===== src/design/tme_ram.sv =====
// Generic single-write, single-read RAM with registered read data.
`default_nettype none
module tme_ram #(
  parameter int unsigned WIDTH = 8,
  parameter int unsigned DEPTH = 256
) (
  input  wire logic                     clk,
  input  wire logic                     we,
  input  wire logic [$clog2(DEPTH)-1:0] waddr,
  input  wire logic [WIDTH-1:0]         wdata,
  input  wire logic [$clog2(DEPTH)-1:0] raddr,
  output logic      [WIDTH-1:0]         rdata
);

  logic [WIDTH-1:0] mem [DEPTH];

  always_ff @(posedge clk) begin
    if (we) begin
      mem[waddr] <= wdata;
    end
    rdata <= mem[raddr];
  end

endmodule
`default_nettype wire


===== config.mk =====
export PLATFORM = sky130hd
export DESIGN_NAME = tme_ram
export DESIGN_NICKNAME = d
export VERILOG_FILES = /design/src/design/tme_ram.sv
export SDC_FILE = /design/constraint.sdc
export NUM_CORES = 2
export LEC_CHECK = 0
export BUFFER_PORTS_ARGS = -buffer_cell sky130_fd_sc_hd__buf_2
export CORE_ASPECT_RATIO = 0.7
export CORE_MARGIN = 5
export CORE_UTILIZATION = 25
export DETAILED_ROUTE_END_ITERATION = 12
export GPL_ROUTABILITY_DRIVEN = 1
export HOLD_SLACK_MARGIN = 0.15
export PLACE_DENSITY = 0.47
export SLEW_MARGIN = 5
export SYNTH_ARGS = -nofsm -noshare
export SYNTH_HDL_FRONTEND = slang
export SYNTH_SLANG_ARGS = --single-unit

===== constraint.sdc =====
create_clock -name clk -period 5.01 [get_ports clk]
set_input_delay 0 -clock clk [delete_from_list [all_inputs] [get_ports clk]]
set_output_delay 0 -clock clk [all_outputs]
set_load 0.005 [all_outputs]

==> results by group <==
Die
  – I/O pin count: 34
  – Die height: 482 um
  – Initial Util: 25.1%
  – DIE AREA: 0.330 mm^2
  – Core area: 0.317 mm^2
  – Die Wd: 684 um
  – Row cnt: 173

Global route
  – Gr usage total: 13.5%
  – Overflow after GRT: 0
  – First-pass GRT wire length: 317,000 um
  – Initial antenna violation count: 23
  – Vias in the first global route: 38,900
  – Largest net degree at the start of global routing: 180

Drt
  – Pre-antenna DRT Iters: 5
  – WL per Instance: 27.8 um
  – DRT iter0 DRCs: 4,911
  – Via Count: 39,100
  – Residual DRC: 0
  – Antenna-violating nets left: 0
  – Final WL: 229,000 um
  – Vias/cell: 4.76

STA
  – Fmax: 306 MHz
  – Relative slew slack: 14.9%
  – Final worst path period share: 65.2%
  – Slew Limit Fails: 0
  – RSZ-0062 raised after global routing: false
  – Worst-margin pin slew: 1.28 ns
  – Clock period minus final worst setup slack: 3.27 ns
  – Clock Skews: 0.0311 ns
  – Final Setup Violations: 0
  – Hold Vio Cnt, Final: 0
  – Setup TNS: 0 ns

Clocking
  – Clock buffer count from CTS: 193
  – CTS tree: yes
  – H-tree depth: 4
  – Clock Sinks: 2,056
  – Post-cts hold buffer count: 15
  – CTS Buffer Depth: 4
  – # Post-CTS Setup Buffers: 0
  – Clock slew seen by the registers of the worst setup and hold paths: 0.07 ns
  – Worst skew pair latency: 0.86 ns
  – Root Buffer Master: clkbuf_16
  – CTS resizes: 0

Worst setup path
  – Worst path most repeated cell: a211oi_1
  – Critical path depth: 8
  – CP Class: primary input to flop
  – Worst-path maximum fanout: 20
  – Worst stage delay on the critical path: 1.01 ns
  – Critical-path top delay cell: nand2b_1
  – Delay-heaviest family, CP: compound AO/OA/AOI/OAI gates
  – CP Data Required Time: 5.69 ns
  – Worst path cell trace: buf_2 -> nand2b_1 -> a211oi_1 -> a311oi_1 -> buf_4 -> o221ai_1 -> a211oi_1 -> nor4_1
  – Worst Reg-to-Reg Cells: 6
  – CP Buf/Inv Count: 2
  – Critical Path Start Type: primary input
  – Setup crit end kind: flop
  – Critical path arrival: 3.95 ns

Power
  – Overall power: 0.0350 W
  – Peak VDD IR: 268 uV
  – Leakage: 27.0 nW
  – Pwr/cell area: 385 mW/mm^2

Final layout
  – Total Nets Final: 3,892
  – Commonest non-fill, non-tap cell in the layout: edfxtp_1
  – Layout cells sized above 1: 22.0%
  – Post-layout util: 28.7%
  – Layout overhead on the synthesized area: 14.2%
  – Most frequent cells in the layout: edfxtp_1 (2,048), mux4_2 (454), nor2_1 (279), clkbuf_16 (196), mux2i_1 (134)

Synth
  – YS warnings: 0
  – Mean Syn Cell Area: 21.3 um^2
  – Synthesis-stage register bit count: 2,056
  – Sequential-to-total area share from yosys stat: 77.5%
  – EDFF count, synth: 2,048
  – Top_reg_cell synth: edfxtp_1
  – Fraction of registers with async set or reset after synthesis: 0%
  – Syn Inst Count: 3,733
  – Synth Cell Area: 0.0796 mm^2
  – Synth cell types: 55
  – Mapped Nets: 3,759

Min path
  – Worst hold path class: primary input to flop
  – Worst hold path depth: 2

Job
  – Max Cap Viol: 0

Run status
  – Status: finished, final reports clean

Place
  – Placer congestion estimate: 0.847
  – Hpwl dp: 141,000 um
  – Port bufs: 33
[cell type report]
cell class	instances	area, um^2
fill	30900	226000
clock inverter	82	642
tap	4200	5260
antenna	11	27.5
sequential	2056	61700
clock buffer	257	5140
multi-input combinational	1442	16600
timing repair buffer	171	1580
inverter	2	7.51
[synth_stat cells (all sizes together), types with 12 or more instances]
cell | n | area [um^2]
o221ai | 47 | 418
nand3 | 34 | 170
mux2i | 134 | 1340
o21ai | 12 | 60.1
a221oi | 14 | 129
a211oi | 16 | 120
a21oi | 96 | 480
nor4 | 27 | 188
nor2b | 31 | 194
o22ai | 28 | 175
nor2 | 282 | 1060
nand2 | 33 | 124
a22oi | 133 | 998
nor3 | 22 | 110
clkbuf | 111 | 417
mux4 | 456 | 10300
buf | 122 | 1030
edfxtp | 2048 | 61500
[through the flow]
stage	area [um^2]	setup slack [ns]	hold slack [ns]	cells
floorplan	79600	3.07	0.0989	3733
global placement	84900	0.797	0.480	7855
detailed placement	84900	0.941	0.499	7855
CTS	90800	1.70	0.158	8209
global route	90900	1.66	0.187	8213
finish	90900	1.74	0.198	8221
[path summary, 6_finish.rpt]
path               from           to  slack (ns)
max            raddr[4]     rdata[3]        1.74
min            wdata[4]  mem[242][4]        0.20
max reg2reg  mem[26][3]     rdata[3]        1.92
min reg2reg  mem[79][1]     rdata[1]        1.11
[layer usage]
layer / GRT usage (%) / part of all wire [%] / vias up
met5: 0 / 0 / -
met4: 3.16 / 2.2 / 0
met3: 4.27 / 9.9 / 281
met2: 18.6 / 41 / 1555
met1: 20.4 / 47 / 21300
li1: - / - / 16000
[flip-flops by register name (all words and copies together) (netlist names)]
| name | cells |
|---|---|
| rdata | 8 |
| mem | 2048 |
[cell families after synthesis]
logic type | Yosys count | synth area share (%)
AOI/OAI and AO/OA | 385 | 3.42
buffers and inverters | 235 | 1.83
DFF | 2056 | 77.5
muxes | 591 | 14.6
and+or+nand+nor | 466 | 2.63
[where the power goes]
group          leakage, nW  internal [W]  switching, W  total [W]
Combinational         5.72      0.000586       0.00125    0.00184
Clock                 2.81       0.00766       0.00646     0.0141
Sequential            18.5        0.0190     0.0000439     0.0190
Note: power is estimated with default switching activity, not from simulation.
